==> config.mk <==
export PLATFORM = sky130hd
export DESIGN_NAME = autorange_coulomb_counter_top
export DESIGN_NICKNAME = d
export VERILOG_FILES = /design/src/hdl/acc_pkg.sv /design/src/hdl/acc_regs.sv /design/src/hdl/acc_scale.sv /design/src/hdl/acc_window.sv /design/src/hdl/acc_barrel.sv /design/src/hdl/autorange_coulomb_counter_top.sv
export SDC_FILE = /design/constraint.sdc
export NUM_CORES = 2
export LEC_CHECK = 0
export BUFFER_PORTS_ARGS = -buffer_cell sky130_fd_sc_hd__buf_2
export CAP_MARGIN = 10
export CORE_MARGIN = 2
export CORE_UTILIZATION = 32
export DETAILED_ROUTE_END_ITERATION = 6
export GPL_TIMING_DRIVEN = 1
export SYNTH_ARGS = -nofsm -noshare
export SYNTH_HDL_FRONTEND = slang
export SYNTH_SLANG_ARGS = --single-unit
==> constraint.sdc <==
create_clock -name clk_i -period 24.8 [get_ports clk_i]
set_input_delay 1.24 -clock clk_i [delete_from_list [all_inputs] [get_ports clk_i]]
set_output_delay 1.24 -clock clk_i [all_outputs]
set_load 0.05 [all_outputs]
==> src/hdl/acc_pkg.sv <==
// Shared types and constants for the auto-ranging coulomb counter.
// No dependencies; imported by every module of the block.
`timescale 1ns / 1ps
`default_nettype none

package acc_pkg;

  typedef enum logic [1:0] {
    RANGE_HIGH = 2'd0,
    RANGE_MID  = 2'd1,
    RANGE_LOW  = 2'd2
  } range_e;

  typedef enum logic [2:0] {
    REG_OFF_HIGH     = 3'd0,
    REG_OFF_MID      = 3'd1,
    REG_OFF_LOW      = 3'd2,
    REG_UPPER_THR    = 3'd3,
    REG_LOWER_THR    = 3'd4,
    REG_BARREL_LIMIT = 3'd5
  } reg_idx_e;

  localparam int CNT_W    = 5;
  localparam int SUM_W    = 21;
  localparam int BARREL_W = 32;
  localparam int SUB_W    = 10;

  localparam logic [14:0]      UPPER_RST = 15'd3000;
  localparam logic [14:0]      LOWER_RST = 15'd115;
  localparam logic [19:0]      LIMIT_RST = 20'd151542;
  localparam logic [SUB_W-1:0] SUB_WRAP  = 10'd1000;

  // reciprocal constants: floor(n/5), floor(n/25), floor(n*64/539)
  localparam logic [15:0] DIV5_MUL    = 16'd52429;
  localparam int          DIV5_SHIFT  = 18;
  localparam logic [15:0] DIV25_MUL   = 16'd41944;
  localparam int          DIV25_SHIFT = 20;
  localparam logic [20:0] I10_MUL     = 21'd1992100;

  typedef struct packed {
    logic signed [9:0] off_high;
    logic signed [9:0] off_mid;
    logic signed [9:0] off_low;
    logic [14:0]       upper_thr;
    logic [14:0]       lower_thr;
    logic [19:0]       barrel_limit;
  } cfg_t;

  typedef struct packed {
    range_e             next_range;
    logic signed [15:0] scaled;
  } scale_t;

  typedef struct packed {
    range_e             next_range;
    logic signed [15:0] scaled;
    logic               done;
    logic signed [15:0] current;
  } win_t;

  typedef struct packed {
    range_e             next_range;
    logic signed [15:0] scaled;
    logic               done;
    logic signed [15:0] current;
    logic signed [12:0] current_10ma;
    logic [15:0]        charge_mah;
    logic [15:0]        charged_ah;
    logic [15:0]        discharged_ah;
  } res_t;

endpackage

`default_nettype wire

==> src/hdl/acc_regs.sv <==
// APB configuration registers: range offsets, thresholds, barrel limit.
// Depends on acc_pkg.
`timescale 1ns / 1ps
`default_nettype none

module acc_regs
  import acc_pkg::*;
(
  input  wire logic        clk_i,
  input  wire logic        rst_ni,
  input  wire logic        psel,
  input  wire logic        penable,
  input  wire logic        pwrite,
  input  wire logic [4:0]  paddr,
  input  wire logic [31:0] pwdata,
  output logic      [31:0] prdata,
  output logic             pready,
  output cfg_t             cfg_o
);

  cfg_t     cfg_q;
  reg_idx_e idx;
  logic     wr;

  assign idx    = reg_idx_e'(paddr[4:2]);
  assign wr     = psel & penable & pwrite;
  assign pready = 1'b1;
  assign cfg_o  = cfg_q;

  always_ff @(posedge clk_i or negedge rst_ni) begin
    if (!rst_ni) begin
      cfg_q.off_high     <= '0;
      cfg_q.off_mid      <= '0;
      cfg_q.off_low      <= '0;
      cfg_q.upper_thr    <= UPPER_RST;
      cfg_q.lower_thr    <= LOWER_RST;
      cfg_q.barrel_limit <= LIMIT_RST;
    end else if (wr) begin
      unique case (idx)
        REG_OFF_HIGH:     cfg_q.off_high     <= pwdata[9:0];
        REG_OFF_MID:      cfg_q.off_mid      <= pwdata[9:0];
        REG_OFF_LOW:      cfg_q.off_low      <= pwdata[9:0];
        REG_UPPER_THR:    cfg_q.upper_thr    <= pwdata[14:0];
        REG_LOWER_THR:    cfg_q.lower_thr    <= pwdata[14:0];
        REG_BARREL_LIMIT: cfg_q.barrel_limit <= pwdata[19:0];
        default: ;
      endcase
    end
  end

  always_comb begin
    unique case (idx)
      REG_OFF_HIGH:     prdata = {22'd0, cfg_q.off_high};
      REG_OFF_MID:      prdata = {22'd0, cfg_q.off_mid};
      REG_OFF_LOW:      prdata = {22'd0, cfg_q.off_low};
      REG_UPPER_THR:    prdata = {17'd0, cfg_q.upper_thr};
      REG_LOWER_THR:    prdata = {17'd0, cfg_q.lower_thr};
      REG_BARREL_LIMIT: prdata = {12'd0, cfg_q.barrel_limit};
      default:          prdata = '0;
    endcase
  end

endmodule

`default_nettype wire

==> src/hdl/acc_scale.sv <==
// Offset correction, range scaling and next-range selection (stage 1).
// Holds the range selector state. Depends on acc_pkg.
`timescale 1ns / 1ps
`default_nettype none

module acc_scale
  import acc_pkg::*;
(
  input  wire logic              clk_i,
  input  wire logic              rst_ni,
  input  wire logic              adv_i,
  input  wire logic              valid_i,
  input  wire logic signed [9:0] raw_i,
  input  wire cfg_t              cfg_i,
  output scale_t                 scale_o
);

  range_e             range_q, range_d;
  scale_t             out_q;
  logic signed [9:0]  off;
  logic signed [10:0] diff;
  logic [15:0]        prod;
  logic [16:0]        mag_x;
  logic [15:0]        mag_p;
  logic [31:0]        prod5, prod25;
  logic [15:0]        qmag;
  logic [15:0]        scaled;

  always_comb begin
    case (range_q)
      RANGE_HIGH: off = cfg_i.off_high;
      RANGE_MID:  off = cfg_i.off_mid;
      default:    off = cfg_i.off_low;
    endcase
  end

  assign diff = {raw_i[9], raw_i} - {off[9], off};

  // x64 wraps to 16 bits, x32 and x8 always fit
  always_comb begin
    case (range_q)
      RANGE_HIGH: prod = {diff[9:0], 6'd0};
      RANGE_MID:  prod = {diff[10:0], 5'd0};
      default:    prod = {{2{diff[10]}}, diff, 3'd0};
    endcase
  end

  assign mag_x  = prod[15] ? (17'd0 - {1'b1, prod}) : {1'b0, prod};
  assign mag_p  = mag_x[15:0];
  assign prod5  = 32'(mag_p) * 32'(DIV5_MUL);
  assign prod25 = 32'(mag_p) * 32'(DIV25_MUL);

  always_comb begin
    case (range_q)
      RANGE_HIGH: qmag = mag_p;
      RANGE_MID:  qmag = 16'(prod5 >> DIV5_SHIFT);
      default:    qmag = 16'(prod25 >> DIV25_SHIFT);
    endcase
  end

  assign scaled = prod[15] ? (16'd0 - qmag) : qmag;

  always_comb begin
    if (qmag > {1'b0, cfg_i.upper_thr}) begin
      range_d = RANGE_HIGH;
    end else if (qmag > {1'b0, cfg_i.lower_thr}) begin
      range_d = RANGE_MID;
    end else begin
      range_d = RANGE_LOW;
    end
  end

  always_ff @(posedge clk_i or negedge rst_ni) begin
    if (!rst_ni) begin
      range_q <= RANGE_HIGH;
    end else if (adv_i && valid_i) begin
      range_q <= range_d;
    end
  end

  always_ff @(posedge clk_i) begin
    if (adv_i) begin
      out_q.next_range <= range_d;
      out_q.scaled     <= scaled;
    end
  end

  assign scale_o = out_q;

endmodule

`default_nettype wire

==> src/hdl/acc_window.sv <==
// Decimation window: sums scaled words and derives the current (stage 2).
// Depends on acc_pkg.
`timescale 1ns / 1ps
`default_nettype none

module acc_window
  import acc_pkg::*;
#(
  parameter int WINDOW_LEN = 25
) (
  input  wire logic   clk_i,
  input  wire logic   rst_ni,
  input  wire logic   adv_i,
  input  wire logic   valid_i,
  input  wire scale_t scale_i,
  output win_t        win_o
);

  logic [CNT_W-1:0]        cnt_q, cnt_d, cnt_inc;
  logic signed [SUM_W-1:0] sum_q, sum_d, sum_new;
  logic signed [15:0]      cur_q, cur_d;
  logic                    done;
  win_t                    out_q;

  assign cnt_inc = cnt_q + CNT_W'(1);
  assign done    = (cnt_inc >= CNT_W'(WINDOW_LEN));
  assign sum_new = sum_q + {{(SUM_W-16){scale_i.scaled[15]}}, scale_i.scaled};

  // floor shift by 5 fits 16 bits, then negate, wrapping to 16 bits
  always_comb begin
    cnt_d = cnt_inc;
    sum_d = sum_new;
    cur_d = cur_q;
    if (done) begin
      cnt_d = '0;
      sum_d = '0;
      cur_d = 16'd0 - sum_new[20:5];
    end
  end

  always_ff @(posedge clk_i or negedge rst_ni) begin
    if (!rst_ni) begin
      cnt_q <= CNT_W'(1);
      sum_q <= '0;
      cur_q <= '0;
    end else if (adv_i && valid_i) begin
      cnt_q <= cnt_d;
      sum_q <= sum_d;
      cur_q <= cur_d;
    end
  end

  always_ff @(posedge clk_i) begin
    if (adv_i) begin
      out_q.next_range <= scale_i.next_range;
      out_q.scaled     <= scale_i.scaled;
      out_q.done       <= done;
      out_q.current    <= cur_d;
    end
  end

  assign win_o = out_q;

endmodule

`default_nettype wire

==> src/hdl/acc_barrel.sv <==
// Charge barrel, mAh and Ah counters, 10 mA current scaling (stage 3).
// Drives the result word. Depends on acc_pkg.
`timescale 1ns / 1ps
`default_nettype none

module acc_barrel
  import acc_pkg::*;
(
  input  wire logic        clk_i,
  input  wire logic        rst_ni,
  input  wire logic        adv_i,
  input  wire logic        valid_i,
  input  wire logic [19:0] barrel_limit_i,
  input  wire win_t        win_i,
  output res_t             res_o
);

  logic signed [BARREL_W-1:0] barrel_q, barrel_d, bsum;
  logic signed [BARREL_W+1:0] bsum_x, lim_x;
  logic [BARREL_W-1:0]        lim;
  logic [15:0]                mah_q, mah_d;
  logic [SUB_W-1:0]           dsub_q, dsub_d, dsub_inc;
  logic [SUB_W-1:0]           csub_q, csub_d, csub_inc;
  logic [15:0]                chg_q, chg_d, dis_q, dis_d;
  logic                       up, dn;
  logic [16:0]                cmag_x;
  logic [36:0]                i10_prod;
  logic [11:0]                i10_mag;
  logic [12:0]                i10;
  range_e                     range_q;
  logic signed [15:0]         scaled_q, cur_q;
  logic                       done_q;
  logic signed [12:0]         i10_q;

  assign lim      = {{(BARREL_W-20){1'b0}}, barrel_limit_i};
  assign bsum     = barrel_q + {{(BARREL_W-16){win_i.current[15]}}, win_i.current};
  assign bsum_x   = {{2{bsum[BARREL_W-1]}}, bsum};
  assign lim_x    = {2'b00, lim};
  assign up       = (bsum_x >= lim_x);
  assign dn       = (bsum_x <= -lim_x);
  assign dsub_inc = dsub_q + SUB_W'(1);
  assign csub_inc = csub_q + SUB_W'(1);

  always_comb begin
    barrel_d = barrel_q;
    mah_d    = mah_q;
    dsub_d   = dsub_q;
    csub_d   = csub_q;
    chg_d    = chg_q;
    dis_d    = dis_q;
    if (win_i.done) begin
      barrel_d = bsum;
      if (up) begin
        barrel_d = bsum - lim;
        mah_d    = mah_q + 16'd1;
        dsub_d   = dsub_inc;
        if (dsub_inc >= SUB_WRAP) begin
          dsub_d = '0;
          dis_d  = dis_q + 16'd1;
        end
      end else if (dn) begin
        barrel_d = bsum + lim;
        mah_d    = mah_q - 16'd1;
        csub_d   = csub_inc;
        if (csub_inc >= SUB_WRAP) begin
          csub_d = '0;
          chg_d  = chg_q + 16'd1;
        end
      end
    end
  end

  // truncating current*64/539 on the magnitude
  assign cmag_x   = win_i.current[15] ? (17'd0 - {1'b1, win_i.current})
                                      : {1'b0, win_i.current};
  assign i10_prod = 37'(cmag_x[15:0]) * 37'(I10_MUL);
  assign i10_mag  = i10_prod[35:24];
  assign i10      = win_i.current[15] ? (13'd0 - {1'b0, i10_mag}) : {1'b0, i10_mag};

  always_ff @(posedge clk_i or negedge rst_ni) begin
    if (!rst_ni) begin
      barrel_q <= '0;
      mah_q    <= '0;
      dsub_q   <= '0;
      csub_q   <= '0;
      chg_q    <= '0;
      dis_q    <= '0;
    end else if (adv_i && valid_i) begin
      barrel_q <= barrel_d;
      mah_q    <= mah_d;
      dsub_q   <= dsub_d;
      csub_q   <= csub_d;
      chg_q    <= chg_d;
      dis_q    <= dis_d;
    end
  end

  always_ff @(posedge clk_i) begin
    if (adv_i) begin
      range_q  <= win_i.next_range;
      scaled_q <= win_i.scaled;
      done_q   <= win_i.done;
      cur_q    <= win_i.current;
      i10_q    <= i10;
    end
  end

  assign res_o.next_range    = range_q;
  assign res_o.scaled        = scaled_q;
  assign res_o.done          = done_q;
  assign res_o.current       = cur_q;
  assign res_o.current_10ma  = i10_q;
  assign res_o.charge_mah    = mah_q;
  assign res_o.charged_ah    = chg_q;
  assign res_o.discharged_ah = dis_q;

endmodule

`default_nettype wire

==> src/hdl/autorange_coulomb_counter_top.sv <==
// Auto-ranging coulomb counter: input register, scale, window, barrel stages.
// An accepted input word passes the input register and the scale, window and barrel
// stage registers to the result word. Throughput: one word per cycle; every stage
// advances together whenever the result register is empty or being taken.
// Reset (rst_ni low, async): range high, window count 1, sums and counters 0,
// registers at their defaults. Depends on acc_pkg and all acc_* modules.
`timescale 1ns / 1ps
`default_nettype none

module autorange_coulomb_counter_top
  import acc_pkg::*;
#(
  parameter int WINDOW_LEN = 25
) (
  input  wire logic        clk_i,
  input  wire logic        rst_ni,
  // APB configuration
  input  wire logic        psel,
  input  wire logic        penable,
  input  wire logic        pwrite,
  input  wire logic [4:0]  paddr,
  input  wire logic [31:0] pwdata,
  output logic      [31:0] prdata,
  output logic             pready,
  // sample stream
  input  wire logic        s_axis_tvalid,
  output logic             s_axis_tready,
  input  wire logic [15:0] s_axis_tdata,  // [9:0] raw_sample
  // result stream
  output logic             m_axis_tvalid,
  input  wire logic        m_axis_tready,
  output logic [95:0]      m_axis_tdata,  // next_range, scaled_sample, current_value,
                                          // current_10ma, charge_mah, charged_ah,
                                          // discharged_ah
  output logic             m_axis_tlast   // window_done
);

  cfg_t              cfg;
  scale_t            scale;
  win_t              win;
  res_t              res;
  logic              adv;
  logic              v0_q, v1_q, v2_q, v3_q;
  logic signed [9:0] raw_q;

  assign adv           = ~v3_q | m_axis_tready;
  assign s_axis_tready = adv;
  assign m_axis_tvalid = v3_q;

  always_ff @(posedge clk_i or negedge rst_ni) begin
    if (!rst_ni) begin
      v0_q <= 1'b0;
      v1_q <= 1'b0;
      v2_q <= 1'b0;
      v3_q <= 1'b0;
    end else if (adv) begin
      v0_q <= s_axis_tvalid;
      v1_q <= v0_q;
      v2_q <= v1_q;
      v3_q <= v2_q;
    end
  end

  always_ff @(posedge clk_i) begin
    if (adv) begin
      raw_q <= s_axis_tdata[9:0];
    end
  end

  acc_regs u_regs (
    .clk_i   (clk_i),
    .rst_ni  (rst_ni),
    .psel    (psel),
    .penable (penable),
    .pwrite  (pwrite),
    .paddr   (paddr),
    .pwdata  (pwdata),
    .prdata  (prdata),
    .pready  (pready),
    .cfg_o   (cfg)
  );

  acc_scale u_scale (
    .clk_i   (clk_i),
    .rst_ni  (rst_ni),
    .adv_i   (adv),
    .valid_i (v0_q),
    .raw_i   (raw_q),
    .cfg_i   (cfg),
    .scale_o (scale)
  );

  acc_window #(
    .WINDOW_LEN (WINDOW_LEN)
  ) u_window (
    .clk_i   (clk_i),
    .rst_ni  (rst_ni),
    .adv_i   (adv),
    .valid_i (v1_q),
    .scale_i (scale),
    .win_o   (win)
  );

  acc_barrel u_barrel (
    .clk_i          (clk_i),
    .rst_ni         (rst_ni),
    .adv_i          (adv),
    .valid_i        (v2_q),
    .barrel_limit_i (cfg.barrel_limit),
    .win_i          (win),
    .res_o          (res)
  );

  assign m_axis_tdata = {1'b0, res.discharged_ah, res.charged_ah, res.charge_mah,
                         res.current_10ma, res.current, res.scaled, res.next_range};
  assign m_axis_tlast = res.done;

endmodule

`default_nettype wire
==> insert_results.sql <==
INSERT INTO impl_metrics (metric_group, metric, value, unit) VALUES
('cts', 'clock_tree.htree_level_count', '2', ''),
('yosys', 'yosysWarnings', '0', ''),
('yosys', 'main_combinational_cell_family_by_area_after_synthesis', 'adder cells', ''),
('place', 'buffer_ports.inserted', '157', ''),
('cts', 'clockBufferDepth', '3', ''),
('sta', 'worst_margin_pin_slew', '1.191', 'ns'),
('critical_path', 'path_delay_family', 'compound AO/OA/AOI/OAI gates', ''),
('finish', 'nets', '4844', ''),
('critical_path', 'critPathSlowestCell', 'sky130_fd_sc_hd__or3_1', ''),
('sta', 'max_freq', '77.38', 'MHz'),
('yosys', 'synth_async_sr_flop_share', '0.6726', ''),
('sta', 'hold_violations', '0', ''),
('routing', 'drt_pass1_iterations', '7', ''),
('cts', 'cts.sinks', '339', ''),
('critical_path', 'r2r_start', 'u_scale.range_q[0]$_DFFE_PN0P_', ''),
('run', 'drv.max_cap_violation_count', '0', ''),
('finish', 'filler_cell_count', '11500', ''),
('yosys', 'ys_seq_area_frac', '0.2491', ''),
('yosys', 'yosys.cell_types.count', '107', ''),
('cts', 'postCtsResizedCells', '0', ''),
('yosys', 'ys_top_cells_by_count', 'sky130_fd_sc_hd__ha_1 (536), sky130_fd_sc_hd__inv_1 (529), sky130_fd_sc_hd__nand2_1 (277), sky130_fd_sc_hd__fa_1 (228), sky130_fd_sc_hd__nor2_1 (228)', ''),
('routing', 'drt_drc_violations_left', '0', ''),
('place', 'placed_cells_incl_taps', '5473', ''),
('floorplanning', 'die_h', '341.3', 'um'),
('critical_path', 'timing.critical_path.fanout_max', '38', ''),
('yosys', 'synth_top_area_frac', '0.1842', ''),
('routing', 'routed_wirelength', '96730', 'um'),
('sta', 'setup_skew', '0.03883', 'ns'),
('floorplanning', 'core_region', '0.1127', 'mm^2'),
('routing', 'drt-wirelength-per-cell', '17.40', 'um'),
('yosys', 'post_synth_instance_area', '0.03640', 'mm^2'),
('place', 'gp_congestion', '0.9187', ''),
('yosys', 'synth_compound_area_frac', '0.1465', ''),
('critical_path', 'critPathLaunchType', 'flop', ''),
('critical_path', 'timing.critical_path.arrival', '13.46', 'ns'),
('yosys', 'synth_mux_area_frac', '0.04124', ''),
('yosys', 'synthMostInstantiatedCell', 'sky130_fd_sc_hd__ha_1', ''),
('floorplanning', 'ios', '192', ''),
('global_routing', 'grt_max_degree', '100', ''),
('global_routing', 'grt_pass1_vias', '27650', ''),
('cts', 'cts_setup_buffers', '0', ''),
('critical_path', 'crit_path_max_incr_delay', '0.57', 'ns'),
('sta', 'rsz_0062_raised_after_global_routing', 'false', ''),
('cts', 'cts_root_buf', 'sky130_fd_sc_hd__clkbuf_16', ''),
('yosys', 'post_synth_fa_ha_maj_area_fraction', '0.3099', ''),
('cts', 'cts_made_buffers', '45', ''),
('outcome', 'outcome', 'completed', ''),
('yosys', 'yosysTopAreaCell', 'sky130_fd_sc_hd__ha_1', ''),
('critical_path', 'timing.critical_path.to_type', 'flop', ''),
('cts', 'clkLatencyLatePin', '0.63', 'ns'),
('critical_path', 'timing_worst_setup_path_type', 'flop to flop', ''),
('global_routing', 'wire_length_of_the_first_global_routing_pass', '153100', 'um'),
('yosys', 'synth.avg_cell_area', '9.347', 'um^2'),
('yosys', 'yosys_register_bits', '339', ''),
('cts', 'clk_pin_slew', '0.07', 'ns'),
('global_routing', 'grt_overflow_total', '0', ''),
('sta', 'timing.slew.headroom', '0.1999', ''),
('yosys', 'synth.top_cells.by_area', 'sky130_fd_sc_hd__ha_1 (18%), sky130_fd_sc_hd__dfrtp_1 (14%), sky130_fd_sc_hd__fa_1 (13%), sky130_fd_sc_hd__edfxtp_1 (9.2%), sky130_fd_sc_hd__inv_1 (5.5%)', ''),
('global_routing', 'grt_antenna_before_repair', '3', ''),
('yosys', 'most_used_dff_post_synth', 'sky130_fd_sc_hd__dfrtp_1', ''),
('floorplanning', 'row_count', '123', ''),
('sta', 'finalSetupViolations', '0', ''),
('yosys', 'synth_edf_count', '111', ''),
('yosys', 'post_synth_and_or_nand_nor_area_fraction', '0.1296', ''),
('finish', 'finish.cell_count_without_fillers', '5558', ''),
('finish', 'area_delta_synth_final', '11.19', '%'),
('place', 'detailedPlace.worstSlack', '11.90', 'ns'),
('hold_path', 'min-delay-start', 'u_window.win_o[28]$_DFFE_PN_', ''),
('routing', 'vias', '28250', ''),
('sta', 'final.setup.tns', '0', 'ns'),
('sta', 'final-max-slew-violation-count', '0', '');
[layout by cell type, fill, tap and decap left out, types with 84 or more instances in the layout]
cell type,synthesis,routed
sky130_fd_sc_hd__a21oi_1,193,193
sky130_fd_sc_hd__mux2_2,84,84
sky130_fd_sc_hd__nand2_1,277,277
sky130_fd_sc_hd__nor2_1,228,227
sky130_fd_sc_hd__xnor2_1,152,151
sky130_fd_sc_hd__dfrtp_1,203,202
sky130_fd_sc_hd__fa_1,228,228
sky130_fd_sc_hd__inv_1,529,529
sky130_fd_sc_hd__o21ai_0,219,219
sky130_fd_sc_hd__buf_2,14,156
sky130_fd_sc_hd__ha_1,536,536
sky130_fd_sc_hd__edfxtp_1,111,111
[routing by layer]
metal	track usage	share of wire	vias to the layer above
met4	0.05424	0.032	0
met2	0.2710	0.46	557
met3	0.02400	0.045	144
met5	0	0	-
li1	-	-	13830
met1	0.2206	0.46	13720
[kinds of logic after synthesis]
kind of cell | count (synthesis)
AO/OA/AOI/OAI | 816
multiplexers | 132
buffers and inverters | 663
other | 2
flip-flops | 339
AND/OR/NAND/NOR | 958
XOR/XNOR | 220
adder cells (fa/ha/maj) | 765
[sequential cells by signal, summed over array words and instances (netlist names), 13 cells and up]
signal,cells
u_regs.cfg_o,80
u_barrel.dis_q,16
u_barrel.i10_q,13
u_barrel.cur_q,16
u_window.sum_q,21
u_barrel.scaled_q,16
u_barrel.barrel_q,32
u_window.win_o,35
u_window.cur_q,16
u_barrel.chg_q,16
u_scale.scale_o,18
u_barrel.mah_q,16
[final timing paths]
check | to | slack (ns) | cells past startpoint
worst max-delay path | u_scale.range_q[1]$_DFFE_PN0P_ | 11.88 | 41
worst min-delay path | u_barrel.scaled_q[11]$_DFFE_PN_ | 0.41 | 0
worst max register to register | u_scale.range_q[1]$_DFFE_PN0P_ | 11.88 | 41
worst min register to register | u_barrel.scaled_q[11]$_DFFE_PN_ | 0.41 | 0
max in group asynchronous | u_barrel.chg_q[3]$_DFFE_PN0P_ | 21.92 | 3
min in group asynchronous | u_regs.cfg_o[63]$_DFFE_PN0P_ | 0.59 | 1
[cell type report]
class / count / area (um^2) / share of cell area
multi-input combinational: 2905 / 24870 / 0.6144
sequential: 339 / 9071 / 0.2241
inverter: 532 / 1997 / 0.04933
tap: 1500 / 1877 / 0.04636
clock buffer: 52 / 1215 / 0.03001
timing repair buffer: 197 / 1096 / 0.02708
clock inverter: 32 / 351.6 / 0.008685
antenna: 1 / 2.502 / 0.00006182
[per-stage QoR]
stage                     utilization  hold WS, ns  cell area [um^2]
after CTS                      0.3593       0.4091             40480
after detailed placement       0.3454       0.4045             38910
after global routing           0.3593       0.4240             40480
after global placement         0.3454       0.4023             38910
final                          0.3593       0.4100             40480
after floorplan                     -       0.4003             36450
Power is left out: the tool's default activity adds up to more than one toggle a clock period on the data nets, which glitch-free logic cannot reach.
